==> src/rtl/core/hc_pkg.sv <==
package hc_pkg;

    // alphabet and padding
    localparam logic [4:0] ALPHA      = 5'd26;
    localparam logic [4:0] PAD_LETTER = 5'd23;

    // register indexes on the write port
    localparam logic [2:0] REG_KEY_R0C0     = 3'd0;
    localparam logic [2:0] REG_KEY_R0C1     = 3'd1;
    localparam logic [2:0] REG_KEY_R1C0     = 3'd2;
    localparam logic [2:0] REG_KEY_R1C1     = 3'd3;
    localparam logic [2:0] REG_DECRYPT_MODE = 3'd4;

    // cycles the key path needs to settle after reset or a register write
    localparam logic [2:0] SETTLE_CYCLES = 3'd5;

    // reciprocal of 26 scaled by 2^16, exact floor for values below 2048
    localparam logic [22:0] RECIP_26 = 23'd2521;

    // effective matrix and status handed to the datapath
    typedef struct packed {
        logic [4:0] m00;
        logic [4:0] m01;
        logic [4:0] m10;
        logic [4:0] m11;
        logic       key_error;
        logic       decrypt;
        logic       busy;
    } hc_key_t;

    // one letter pair on its way to the multiply stage
    typedef struct packed {
        logic [4:0] p0;
        logic [4:0] p1;
    } hc_pair_t;

    // value mod 26 for values below 2048
    function automatic logic [4:0] mod26(input logic [10:0] x);
        logic [22:0] prod;
        logic [6:0]  q;
        logic [10:0] r;
        prod = 23'(x) * RECIP_26;
        q    = prod[22:16];
        r    = x - 11'(q) * 11'(ALPHA);
        return r[4:0];
    endfunction

    // 5-bit value mod 26
    function automatic logic [4:0] red26(input logic [4:0] v);
        return (v >= ALPHA) ? v - ALPHA : v;
    endfunction

    // additive inverse mod 26 of a reduced value
    function automatic logic [4:0] neg26(input logic [4:0] v);
        return (v == 5'd0) ? 5'd0 : ALPHA - v;
    endfunction

    // multiplicative inverse mod 26, bit 5 set when it exists
    function automatic logic [5:0] inv26(input logic [4:0] d);
        logic [5:0] res;
        case (d)
            5'd1:    res = {1'b1, 5'd1};
            5'd3:    res = {1'b1, 5'd9};
            5'd5:    res = {1'b1, 5'd21};
            5'd7:    res = {1'b1, 5'd15};
            5'd9:    res = {1'b1, 5'd3};
            5'd11:   res = {1'b1, 5'd19};
            5'd15:   res = {1'b1, 5'd7};
            5'd17:   res = {1'b1, 5'd23};
            5'd19:   res = {1'b1, 5'd11};
            5'd21:   res = {1'b1, 5'd5};
            5'd23:   res = {1'b1, 5'd17};
            5'd25:   res = {1'b1, 5'd25};
            default: res = {1'b0, 5'd0};
        endcase
        return res;
    endfunction

endpackage

==> src/rtl/core/hill_cipher_2x2_stream.sv <==
// 2x2 hill cipher mod 26 on a letter stream (0 is a, 25 is z). letters pair up
// as row vectors and are multiplied by the key, or by its inverse in decrypt
// mode; each pair gives two output requests, first letter then second letter
// with last_of_pair set. an odd last letter is padded with x when encrypting
// and dropped when decrypting. a decrypt key whose determinant has no inverse
// mod 26 gives letter 0 with key_error set. letters and key entries 26..31 act
// as their value mod 26. one input request is taken per cycle while in_stall
// is low and output runs one letter per cycle while out_stall is low, so a
// full pair stream sustains one letter per cycle each way. the request that
// completes a pair reaches its first output letter through the pair, multiply
// and reduce registers. after reset and after every register write input
// stalls until the inverse-key pipeline has settled. registers are to be
// written by the user only while the block is idle; it does not enforce this
module hill_cipher_2x2_stream
    import hc_pkg::*;
(
    input  logic       clk,
    input  logic       rst_n,

    // register write port
    input  logic       cfg_write,
    input  logic [2:0] cfg_addr,
    input  logic [4:0] cfg_wdata,

    // input letters
    input  logic       in_valid,
    output logic       in_stall,
    input  logic [4:0] letter_in,
    input  logic       end_of_text,

    // output letters
    output logic       out_valid,
    input  logic       out_stall,
    output logic [4:0] letter_out,
    output logic       last_of_pair,
    output logic       key_error
);

    hc_key_t  key;
    logic     pair_valid;
    logic     pair_ready;
    hc_pair_t pair;

    // key registers plus the effective matrix (key or its inverse)
    hc_key u_key (
        .clk       (clk),
        .rst_n     (rst_n),
        .cfg_write (cfg_write),
        .cfg_addr  (cfg_addr),
        .cfg_wdata (cfg_wdata),
        .key       (key)
    );

    // holds the first letter, forms pairs and pads or drops odd endings
    hc_front u_front (
        .clk         (clk),
        .rst_n       (rst_n),
        .in_valid    (in_valid),
        .in_stall    (in_stall),
        .letter_in   (letter_in),
        .end_of_text (end_of_text),
        .key         (key),
        .pair_valid  (pair_valid),
        .pair        (pair),
        .pair_ready  (pair_ready)
    );

    // matrix multiply, mod 26 and the two-letter output register
    hc_mix u_mix (
        .clk          (clk),
        .rst_n        (rst_n),
        .key          (key),
        .pair_valid   (pair_valid),
        .pair         (pair),
        .pair_ready   (pair_ready),
        .out_valid    (out_valid),
        .out_stall    (out_stall),
        .letter_out   (letter_out),
        .last_of_pair (last_of_pair),
        .key_error    (key_error)
    );

endmodule

==> src/rtl/core/hc_key.sv <==
module hc_key
    import hc_pkg::*;
(
    input  logic       clk,
    input  logic       rst_n,
    input  logic       cfg_write,
    input  logic [2:0] cfg_addr,
    input  logic [4:0] cfg_wdata,
    output hc_key_t    key
);

    logic [4:0]  k00_reg, k01_reg, k10_reg, k11_reg;
    logic        decrypt_reg;
    logic [2:0]  settle_reg;
    logic [2:0]  settle_next;

    logic [9:0]  a_reg, b_reg;
    logic [4:0]  det_reg;
    logic [4:0]  inv_reg;
    logic        inv_ok_reg;
    logic [9:0]  t00_reg, t01_reg, t10_reg, t11_reg;
    logic [4:0]  e00_reg, e01_reg, e10_reg, e11_reg;
    logic        err_reg;
    logic [5:0]  inv_lookup;
    logic [10:0] det_sum;

    // register file, entries kept reduced mod 26
    always_ff @(posedge clk or negedge rst_n)
    begin
        if (!rst_n)
        begin
            k00_reg     <= 5'd1;
            k01_reg     <= 5'd0;
            k10_reg     <= 5'd0;
            k11_reg     <= 5'd1;
            decrypt_reg <= 1'b0;
            settle_reg  <= SETTLE_CYCLES;
        end
        else
        begin
            settle_reg <= settle_next;
            if (cfg_write)
            begin
                case (cfg_addr)
                    REG_KEY_R0C0:     k00_reg     <= red26(cfg_wdata);
                    REG_KEY_R0C1:     k01_reg     <= red26(cfg_wdata);
                    REG_KEY_R1C0:     k10_reg     <= red26(cfg_wdata);
                    REG_KEY_R1C1:     k11_reg     <= red26(cfg_wdata);
                    REG_DECRYPT_MODE: decrypt_reg <= cfg_wdata[0];
                    default:          ;
                endcase
            end
        end
    end

    always_comb
    begin
        if (cfg_write)
            settle_next = SETTLE_CYCLES;
        else if (settle_reg != 3'd0)
            settle_next = settle_reg - 3'd1;
        else
            settle_next = settle_reg;
    end

    // det = k00*k11 - k01*k10 mod 26, offset by 650 to stay positive
    assign det_sum    = 11'(a_reg) + 11'd650 - 11'(b_reg);
    assign inv_lookup = inv26(det_reg);

    // inverse key pipeline, free running
    always_ff @(posedge clk)
    begin
        a_reg      <= 10'(k00_reg) * 10'(k11_reg);
        b_reg      <= 10'(k01_reg) * 10'(k10_reg);
        det_reg    <= mod26(det_sum);
        inv_reg    <= inv_lookup[4:0];
        inv_ok_reg <= inv_lookup[5];
        t00_reg    <= 10'(k11_reg) * 10'(inv_reg);
        t01_reg    <= 10'(neg26(k01_reg)) * 10'(inv_reg);
        t10_reg    <= 10'(neg26(k10_reg)) * 10'(inv_reg);
        t11_reg    <= 10'(k00_reg) * 10'(inv_reg);
        if (decrypt_reg)
        begin
            e00_reg <= mod26(11'(t00_reg));
            e01_reg <= mod26(11'(t01_reg));
            e10_reg <= mod26(11'(t10_reg));
            e11_reg <= mod26(11'(t11_reg));
        end
        else
        begin
            e00_reg <= k00_reg;
            e01_reg <= k01_reg;
            e10_reg <= k10_reg;
            e11_reg <= k11_reg;
        end
        err_reg <= decrypt_reg & ~inv_ok_reg;
    end

    assign key.m00       = e00_reg;
    assign key.m01       = e01_reg;
    assign key.m10       = e10_reg;
    assign key.m11       = e11_reg;
    assign key.key_error = err_reg;
    assign key.decrypt   = decrypt_reg;
    assign key.busy      = (settle_reg != 3'd0);

endmodule

==> src/rtl/core/hc_front.sv <==
module hc_front
    import hc_pkg::*;
(
    input  logic       clk,
    input  logic       rst_n,
    input  logic       in_valid,
    output logic       in_stall,
    input  logic [4:0] letter_in,
    input  logic       end_of_text,
    input  hc_key_t    key,
    output logic       pair_valid,
    output hc_pair_t   pair,
    input  logic       pair_ready
);

    logic       half_full_reg, half_full_next;
    logic [4:0] held_reg;
    logic       s1_valid_reg, s1_valid_next;
    hc_pair_t   s1_pair_reg;
    logic       s1_free;
    logic       accept;
    logic       make_pair;
    logic [4:0] letter_red;

    assign s1_free    = ~s1_valid_reg | pair_ready;
    // a request may form a pair unless it is a first letter in decrypt mode
    assign in_stall   = key.busy | (~s1_free & (half_full_reg | ~key.decrypt));
    assign accept     = in_valid & ~in_stall;
    assign letter_red = red26(letter_in);
    assign make_pair  = accept & (half_full_reg | (end_of_text & ~key.decrypt));

    always_comb
    begin
        half_full_next = half_full_reg;
        if (accept)
        begin
            if (half_full_reg)
                half_full_next = 1'b0;
            else if (!end_of_text)
                half_full_next = 1'b1;
        end
    end

    always_comb
    begin
        if (make_pair)
            s1_valid_next = 1'b1;
        else if (pair_ready)
            s1_valid_next = 1'b0;
        else
            s1_valid_next = s1_valid_reg;
    end

    always_ff @(posedge clk or negedge rst_n)
    begin
        if (!rst_n)
        begin
            half_full_reg <= 1'b0;
            s1_valid_reg  <= 1'b0;
        end
        else
        begin
            half_full_reg <= half_full_next;
            s1_valid_reg  <= s1_valid_next;
        end
    end

    always_ff @(posedge clk)
    begin
        if (accept && !half_full_reg && !end_of_text)
            held_reg <= letter_red;
        if (make_pair)
        begin
            if (half_full_reg)
            begin
                s1_pair_reg.p0 <= held_reg;
                s1_pair_reg.p1 <= letter_red;
            end
            else
            begin
                s1_pair_reg.p0 <= letter_red;
                s1_pair_reg.p1 <= PAD_LETTER;
            end
        end
    end

    assign pair_valid = s1_valid_reg;
    assign pair       = s1_pair_reg;

endmodule

==> src/rtl/core/hc_mix.sv <==
module hc_mix
    import hc_pkg::*;
(
    input  logic       clk,
    input  logic       rst_n,
    input  hc_key_t    key,
    input  logic       pair_valid,
    input  hc_pair_t   pair,
    output logic       pair_ready,
    output logic       out_valid,
    input  logic       out_stall,
    output logic [4:0] letter_out,
    output logic       last_of_pair,
    output logic       key_error
);

    logic        s2_valid_reg, s2_valid_next;
    logic [10:0] x0_reg, x1_reg;
    logic        s2_err_reg;
    logic        out_valid_reg, out_valid_next;
    logic        phase_reg, phase_next;
    logic [4:0]  o0_reg, o1_reg;
    logic        err_reg;
    logic        out_ready;
    logic        out_take;
    logic        s2_load;
    logic        out_load;

    assign out_take   = out_valid_reg & ~out_stall;
    assign out_ready  = ~out_valid_reg | (phase_reg & ~out_stall);
    assign pair_ready = ~s2_valid_reg | out_ready;
    assign s2_load    = pair_valid & pair_ready;
    assign out_load   = s2_valid_reg & out_ready;

    always_comb
    begin
        if (s2_load)
            s2_valid_next = 1'b1;
        else if (out_ready)
            s2_valid_next = 1'b0;
        else
            s2_valid_next = s2_valid_reg;
    end

    always_comb
    begin
        out_valid_next = out_valid_reg;
        phase_next     = phase_reg;
        if (out_load)
        begin
            out_valid_next = 1'b1;
            phase_next     = 1'b0;
        end
        else if (out_take && phase_reg)
        begin
            out_valid_next = 1'b0;
            phase_next     = 1'b0;
        end
        else if (out_take)
            phase_next = 1'b1;
    end

    always_ff @(posedge clk or negedge rst_n)
    begin
        if (!rst_n)
        begin
            s2_valid_reg  <= 1'b0;
            out_valid_reg <= 1'b0;
            phase_reg     <= 1'b0;
        end
        else
        begin
            s2_valid_reg  <= s2_valid_next;
            out_valid_reg <= out_valid_next;
            phase_reg     <= phase_next;
        end
    end

    // row vector times matrix, reduced on the way to the output pair
    always_ff @(posedge clk)
    begin
        if (s2_load)
        begin
            x0_reg     <= 11'(10'(pair.p0) * 10'(key.m00)) + 11'(10'(pair.p1) * 10'(key.m10));
            x1_reg     <= 11'(10'(pair.p0) * 10'(key.m01)) + 11'(10'(pair.p1) * 10'(key.m11));
            s2_err_reg <= key.key_error;
        end
        if (out_load)
        begin
            o0_reg  <= s2_err_reg ? 5'd0 : mod26(x0_reg);
            o1_reg  <= s2_err_reg ? 5'd0 : mod26(x1_reg);
            err_reg <= s2_err_reg;
        end
    end

    assign out_valid    = out_valid_reg;
    assign letter_out   = phase_reg ? o1_reg : o0_reg;
    assign last_of_pair = phase_reg;
    assign key_error    = err_reg;

endmodule

==> config.mk <==
export PLATFORM = sky130hd
export DESIGN_NAME = hill_cipher_2x2_stream
export DESIGN_NICKNAME = d
export VERILOG_FILES = /design/src/rtl/core/hc_pkg.sv /design/src/rtl/core/hill_cipher_2x2_stream.sv /design/src/rtl/core/hc_key.sv /design/src/rtl/core/hc_front.sv /design/src/rtl/core/hc_mix.sv
export SDC_FILE = /design/constraint.sdc
export NUM_CORES = 2
export LEC_CHECK = 0
export BUFFER_PORTS_ARGS = -buffer_cell sky130_fd_sc_hd__buf_4
export CAP_MARGIN = 20
export CORE_MARGIN = 2
export CORE_UTILIZATION = 55
export DETAILED_ROUTE_END_ITERATION = 6
export PLACE_DENSITY = 0.71
export REMOVE_ABC_BUFFERS = 1
export SYNTH_ARGS = -nofsm -noshare
export SYNTH_HDL_FRONTEND = slang
export SYNTH_SLANG_ARGS = --single-unit
export TNS_END_PERCENT = 20
==> constraint.sdc <==
create_clock -name clk -period 8.3 [get_ports clk]
set_input_delay 1.245 -clock clk [delete_from_list [all_inputs] [get_ports clk]]
set_output_delay 1.245 -clock clk [all_outputs]
set_load 0.005 [all_outputs]
-- Word-level counts from Yosys, hierarchy flattened
Memory sizes are Yosys's and may differ from the RTL's. A register that Yosys moved wholly into a read port is not among the register bits.
Cells that the tools add are included.
- reductions and logical operators: 19
- multipliers: 24
- mux-type cells: 23
- $lt $le $gt $ge: 2
- equal/unequal tests: 4
- bitwise operators: 23
- $add $sub $neg: 16
- operator list (operator ; number):
    $mul A5 B5 Y10 ; 10
    $mul A10 B12 Y22 const B ; 4
    $mul A11 B12 Y23 const B ; 3
    $mux W5 ; 9
    $sub A5 B5 Y5 ; 7
    $mul A6 B4 Y4 const B ; 4
    $add A10 B10 Y11 ; 2
    $mul A7 B4 Y4 const B ; 3
    $add A10 B10 Y11 const B ; 1
    $mux W1 ; 11
    $sub A11 B10 Y11 ; 1
    $ge A5 B5 Y1 const B ; 2
    $logic_not A5 Y1 ; 2
    $mux W10 ; 1
    $reduce_and A2 Y1 ; 5
    $sub A5 B5 Y5 const A ; 2
    $sub A5 B5 Y5 const B ; 2
    $and A1 B1 Y1 ; 9
    $not A1 Y1 ; 8
    $reduce_bool A2 Y1 ; 4
    $eq A3 B2 Y1 const B ; 2
    $mux W3 ; 2
    $or A1 B1 Y1 ; 6
    $reduce_bool A3 Y1 ; 2
    6 further kinds ; 9
- logic and storage cells: 144
- bits of input ports: 19
- register bits after elaboration: 164
- memory bits (read-only): 192
- memories kept: 1
- output and inout port bits: 9
- memories (memory ; words ; bits a word ; read ports ; clocked after Yosys merged registers in ; write ports ; RTL line ; text):
    (name not given) ; 32 ; 6 ; 1 ; 1 ; 0 ; hc_pkg.sv:61 ; case (d)

-- Logic depth before layout (Yosys ltp)
- depth in word-level cells: 12
- depth in mapped cells: 37
- mapped depth without buffers: 37

-- Modules after synthesis
Synthesis repeated with hierarchy kept, for this count alone.
- cells, all modules: 2793
- area, all modules: 27672.8 µm²
- modules (own cells, without submodules) (module ; sequential area each (µm²) ; cells an instance ; area an instance (µm²) ; instances):
    hc_key ; 2427.3 ; 1875 ; 18147.4 ; 1
    hc_mix ; 1096.1 ; 855 ; 8757.1 ; 1
    hc_front ; 500.5 ; 63 ; 768.2 ; 1

-- Worst setup path after synthesis
No wires, ideal clock.
- path type: register -> register
- start point: reg u_key.a_reg[1]
- end point: reg u_key.det_reg[4]
- required time: 8228 ps
- setup time: 72 ps
- setup slack: 719 ps
- arrival: 7509 ps
- clock period less this slack: 7581 ps
- stages on the path, launching flop included: 35
- path buffers: 0
- path through: dfxtp_1 -> inv_1 -> ha_1 -> inv_1 -> ha_1 -> fa_1 -> a21o_1 -> a21oi_1 -> o21bai_1 -> a21oi_1 -> xnor2_1 -> xor2_1 -> ha_1 -> ha_1 -> fa_1 -> inv_1 -> fa_1 -> fa_1 -> inv_1 -> ha_1 -> a21o_1 -> a221o_1 -> a31oi_1 -> o21ai_1 -> a21oi_1 -> xnor2_1 -> ha_1 -> inv_1 -> ha_1 -> a21oi_1 -> xnor2_1 -> xnor2_1 -> xnor2_1 -> xnor2_1 -> xnor2_1
- longest elaborated chain between the ends: 5
- RTL lines (what ; RTL line ; text):
    start, declared ; hc_key.sv:17 ; logic [9:0] a_reg, b_reg;
    start signal, assigned ; hc_key.sv:73 ; a_reg <= 10'(k00_reg) * 10'(k11_reg);
    $add A10 B10 Y11 (*) ; hc_key.sv:67 ; assign det_sum = 11'(a_reg) + 11'd650 - 11'(b_reg);
    $sub A11 B10 Y11 (*) ; hc_key.sv:67 ;
    $mul A11 B12 Y23 ; hc_pkg.sv:42 ; prod = 23'(x) * RECIP_26;
    $mul A7 B4 Y4 ; hc_pkg.sv:44 ; r = x - 11'(q) * 11'(ALPHA);
    $sub A5 B5 Y5 (*) ; hc_pkg.sv:44 ;
    end signal, assigned ; hc_key.sv:75 ; det_reg <= mod26(det_sum);
    end, declared ; hc_key.sv:18 ; logic [4:0] det_reg;
Mark *: on every way between the ends. The rest lies on a longest branch, timed or not.
A chain may end at the register's enable or synchronous reset.

-- Worst setup path in the final report
Ends and elaborated chain as after synthesis.

==> impl_metrics.xml <==
<?xml version="1.0" encoding="UTF-8"?>
<metrics>
  <group name="cells_and_area">
    <metric name="most_common_cell_after_layout_fill_and_taps_aside" unit="">sky130_fd_sc_hd__ha_1</metric>
    <metric name="fin_util" unit="">0.590</metric>
    <metric name="design.final.nets" unit="">3789</metric>
    <metric name="final.fill_count" unit="">4146</metric>
    <metric name="sequential_cell_area" unit="um2">4020</metric>
    <metric name="final_layout_size_suffix_gt1_frac" unit="">0.0369</metric>
    <metric name="final_cell_mix" unit="">641 x sky130_fd_sc_hd__ha_1, 620 x sky130_fd_sc_hd__inv_1, 353 x sky130_fd_sc_hd__fa_1, 166 x sky130_fd_sc_hd__nand2_1, 136 x sky130_fd_sc_hd__and2_1</metric>
    <metric name="multi_input_area" unit="um2">21000</metric>
    <metric name="areaGrowthSynthToFinish" unit="%">5.50</metric>
  </group>
  <group name="worst_setup_path">
    <metric name="timing.critical_path.required" unit="ns">8.66</metric>
    <metric name="startpoint_of_the_most_critical_register_to_register_path" unit="">u_key.a_reg[1]</metric>
    <metric name="rr_endpoint" unit="">u_key.det_reg[4]</metric>
    <metric name="crit_slowest_cell" unit="">sky130_fd_sc_hd__fa_1</metric>
    <metric name="setup.worst_path.class" unit="">reg -&gt; reg</metric>
    <metric name="timing.critical_path.arrival" unit="ns">8.21</metric>
    <metric name="crit_path_end_kind" unit="">flop</metric>
    <metric name="worst_r2r_path_depth" unit="">35</metric>
    <metric name="critPathMaxStageDelay" unit="ns">0.55</metric>
    <metric name="worstSetupStartpoint" unit="">u_key.a_reg[1]</metric>
    <metric name="cp-endpoint" unit="">u_key.det_reg[4]</metric>
    <metric name="reg2reg_setup_slack" unit="ns">0.45</metric>
    <metric name="timing.critical_path.from_type" unit="">flop</metric>
    <metric name="crit_fanout" unit="">3</metric>
    <metric name="critical_path.most_common_cell" unit="">sky130_fd_sc_hd__ha_1</metric>
  </group>
  <group name="timing">
    <metric name="setup_viol_count_final" unit="">0</metric>
    <metric name="report.final.hold_viol_count" unit="">0</metric>
    <metric name="postLayoutSetupSlackWorst" unit="ns">0.454</metric>
    <metric name="grt_setup_unrepaired" unit="">no</metric>
    <metric name="final.period_utilization" unit="">0.945</metric>
    <metric name="timing.clock.skew" unit="ns">0.0108</metric>
    <metric name="layout_min_cycle_time" unit="ns">7.85</metric>
    <metric name="timing.setup.tns" unit="ns">0</metric>
    <metric name="max-slew-margin-rel" unit="">0.343</metric>
    <metric name="clock.fmax" unit="GHz">0.127</metric>
    <metric name="timing.final.max_slew_violations" unit="">0</metric>
    <metric name="worstMarginPinSlew" unit="ns">0.985</metric>
  </group>
  <group name="die">
    <metric name="die-width" unit="um">228</metric>
    <metric name="die-height" unit="um">228</metric>
    <metric name="floorplan.initialDensity" unit="">0.559</metric>
    <metric name="floorplan.core_area" unit="um2">49200</metric>
    <metric name="fp.dieArea" unit="um2">51800</metric>
    <metric name="fp-row-count" unit="">81</metric>
    <metric name="ioPinCount" unit="">28</metric>
  </group>
  <group name="clock_tree">
    <metric name="cts_buffer_depth" unit="">2</metric>
    <metric name="cts_hold_repair.buffers" unit="">0</metric>
    <metric name="clk_latency" unit="ns">0.47</metric>
    <metric name="cts_htree_levels" unit="">4</metric>
    <metric name="cts-buffers-inserted" unit="">17</metric>
    <metric name="clock_tree.root_cell" unit="">sky130_fd_sc_hd__clkbuf_16</metric>
    <metric name="setup_fix_bufs_post_cts" unit="">0</metric>
    <metric name="clkTransAtPathRegs" unit="ns">0.07</metric>
    <metric name="tritoncts" unit="">yes</metric>
    <metric name="clock_sink_count" unit="">169</metric>
  </group>
  <group name="drt">
    <metric name="first_iteration_detailed_routing_drc_count" unit="">693</metric>
    <metric name="post_drt_antenna_nets" unit="">0</metric>
    <metric name="drtPass1Iterations" unit="">5</metric>
    <metric name="drt-vias-per-instance" unit="">5.25</metric>
    <metric name="vias" unit="">18100</metric>
    <metric name="wl" unit="mm">51.3</metric>
    <metric name="route.detailed.drc" unit="">0</metric>
    <metric name="avgRoutedWirePerCell" unit="um">14.9</metric>
  </group>
  <group name="grt">
    <metric name="grt.total_usage" unit="">0.217</metric>
    <metric name="antenna_found_initial" unit="">1</metric>
    <metric name="largest_net_degree_at_the_start_of_global_routing" unit="">36</metric>
    <metric name="remaining_global_route_overflow" unit="">0</metric>
    <metric name="grt_pass1_wl" unit="mm">89.9</metric>
    <metric name="grt_pass1_vias" unit="">19700</metric>
  </group>
  <group name="placement">
    <metric name="final_gp_congestion" unit="">0.842</metric>
    <metric name="hpwl" unit="mm">44.7</metric>
    <metric name="count_of_input_and_output_buffers" unit="">27</metric>
    <metric name="dp_worst_setup_slack" unit="ns">0.180</metric>
  </group>
  <group name="logic_synthesis">
    <metric name="synth-compound-area-share" unit="">0.0710</metric>
    <metric name="synth-edff-count" unit="">49</metric>
    <metric name="synth_area_per_cell" unit="um2">9.92</metric>
    <metric name="ys_dominant_reg_cell" unit="">sky130_fd_sc_hd__dfxtp_1</metric>
    <metric name="mappedNetlistArea" unit="um2">27500</metric>
    <metric name="ys_async_sr_fraction" unit="">0.172</metric>
    <metric name="multiplexer_area_fraction_after_synthesis" unit="">0.0105</metric>
    <metric name="seq_area_frac_synth" unit="">0.146</metric>
    <metric name="basic_gate_share_of_the_synthesized_area_counting_and_or_nand_and_nor_cells" unit="">0.0825</metric>
    <metric name="synthDistinctLibCells" unit="">69</metric>
    <metric name="synthAdderAreaFrac" unit="">0.549</metric>
    <metric name="synth_top_family_by_area" unit="">adder cells</metric>
    <metric name="ys_warn_count" unit="">0</metric>
    <metric name="synth-xor-area-share" unit="">0.0486</metric>
    <metric name="synth.ff_latch_count" unit="">169</metric>
    <metric name="number_of_standard_cells_after_synthesis" unit="">2770</metric>
  </group>
  <group name="min_path">
    <metric name="worstHoldPathType" unit="">reg -&gt; reg</metric>
  </group>
  <group name="flow_run">
    <metric name="max_cap_viol_count" unit="">0</metric>
  </group>
  <group name="status">
    <metric name="status" unit="">completed</metric>
  </group>
</metrics>
-- area by class of cell --
cell class                 instances  area share
sequential                       169       0.139
antenna                            1   0.0000863
multi-input combinational       1936       0.723
timing repair buffer              31     0.00803
tap                              664      0.0287
clock buffer                      19      0.0164
clock inverter                    13     0.00475
inverter                         621      0.0804
-- worst max-delay path: cells and delay by family, from the launching register on --
kind	cells	cell delay, ns
xor+xnor	8	1.22
fa+ha+maj	11	3.97
buf+inv	5	0.21
compound gates	11	2.03
flops	1	0.31
-- cell usage after synthesis (3+ instances only) --
library cell / count / area (um2)
sky130_fd_sc_hd__and4_1: 3 / 26.3
sky130_fd_sc_hd__nor3_1: 12 / 60.1
sky130_fd_sc_hd__a211o_1: 4 / 35.0
sky130_fd_sc_hd__or3_1: 6 / 37.5
sky130_fd_sc_hd__nand2_1: 166 / 623
sky130_fd_sc_hd__dfstp_2: 4 / 105
sky130_fd_sc_hd__dfxtp_1: 91 / 1820
sky130_fd_sc_hd__inv_1: 620 / 2330
sky130_fd_sc_hd__and2_1: 136 / 851
sky130_fd_sc_hd__o22ai_1: 3 / 18.8
sky130_fd_sc_hd__or2_2: 7 / 43.8
sky130_fd_sc_hd__nand3_1: 14 / 70.1
sky130_fd_sc_hd__buf_6: 4 / 45.0
sky130_fd_sc_hd__nor3b_1: 5 / 37.5
sky130_fd_sc_hd__a31oi_1: 3 / 18.8
sky130_fd_sc_hd__a21boi_0: 3 / 22.5
sky130_fd_sc_hd__a211oi_1: 6 / 45.0
sky130_fd_sc_hd__a21o_1: 39 / 293
sky130_fd_sc_hd__mux2i_1: 12 / 120
sky130_fd_sc_hd__nand3b_1: 4 / 30.0
sky130_fd_sc_hd__mux2_2: 15 / 169
sky130_fd_sc_hd__a41oi_1: 3 / 26.3
sky130_fd_sc_hd__nand2b_1: 10 / 62.6
sky130_fd_sc_hd__a21oi_1: 106 / 531
sky130_fd_sc_hd__ha_1: 641 / 8020
sky130_fd_sc_hd__o21a_1: 12 / 90.1
sky130_fd_sc_hd__fa_1: 353 / 7070
sky130_fd_sc_hd__o21bai_1: 33 / 248
sky130_fd_sc_hd__o21ai_1: 10 / 50.1
sky130_fd_sc_hd__xor2_1: 23 / 201
sky130_fd_sc_hd__dfrtp_1: 25 / 626
sky130_fd_sc_hd__nor2_1: 70 / 263
sky130_fd_sc_hd__a2111oi_0: 4 / 35.0
sky130_fd_sc_hd__o31ai_1: 4 / 30.0
sky130_fd_sc_hd__nor2b_1: 11 / 68.8
sky130_fd_sc_hd__edfxtp_1: 49 / 1470
sky130_fd_sc_hd__clkbuf_1: 39 / 146
sky130_fd_sc_hd__a2111oi_2: 3 / 45.0
sky130_fd_sc_hd__o211ai_1: 4 / 30.0
sky130_fd_sc_hd__xnor2_1: 125 / 1090
sky130_fd_sc_hd__o21ai_0: 55 / 275
-- cells by family after synthesis --
kind of cell | count (synthesis)
AO/OA/AOI/OAI | 309
XOR/XNOR | 150
adder cells (fa/ha/maj) | 994
buffers and inverters | 665
flip-flops | 169
multiplexers | 27
AND/OR/NAND/NOR | 456
-- metrics by stage --
stage | std cells | instance area (um2) | hold WS (ns)
global placement | 3421 | 28300 | 0.391
detailed placement | 3421 | 28300 | 0.393
floorplan | 2726 | 27300 | 0.386
global route | 3453 | 29000 | 0.410
CTS | 3453 | 29000 | 0.412
finish | 3454 | 29000 | 0.408
-- routing by layer --
metal,up-vias,routed length (um),GRT usage
li1,8871,-,-
met1,8974,22500,0.268
met2,214,26400,0.393
met3,74,1340,0.0307
met4,2,1020,0.0605
met5,-,13,0
-- what timing repair did --
action / 4_1_cts / 5_1_grt
endpoints found under the hold margin: 0 / 0
setup endpoints to repair: 0 / 1
gates resized for setup: 0 / 6
-- how the worst min path moves through the flow --
stage,startpoint,to,cells after the start
CTS,u_key.err_reg,u_mix.s2_err_reg,0
finish,u_key.err_reg,u_mix.s2_err_reg,0
floorplan,u_key.err_reg,u_mix.s2_err_reg,0
global placement,u_key.err_reg,u_mix.s2_err_reg,0
detailed placement,u_key.err_reg,u_mix.s2_err_reg,0
global route,u_key.err_reg,u_mix.s2_err_reg,0
Power is not shown: default switching activity piles up to over one toggle a cycle in this logic, so the estimate is an artifact.
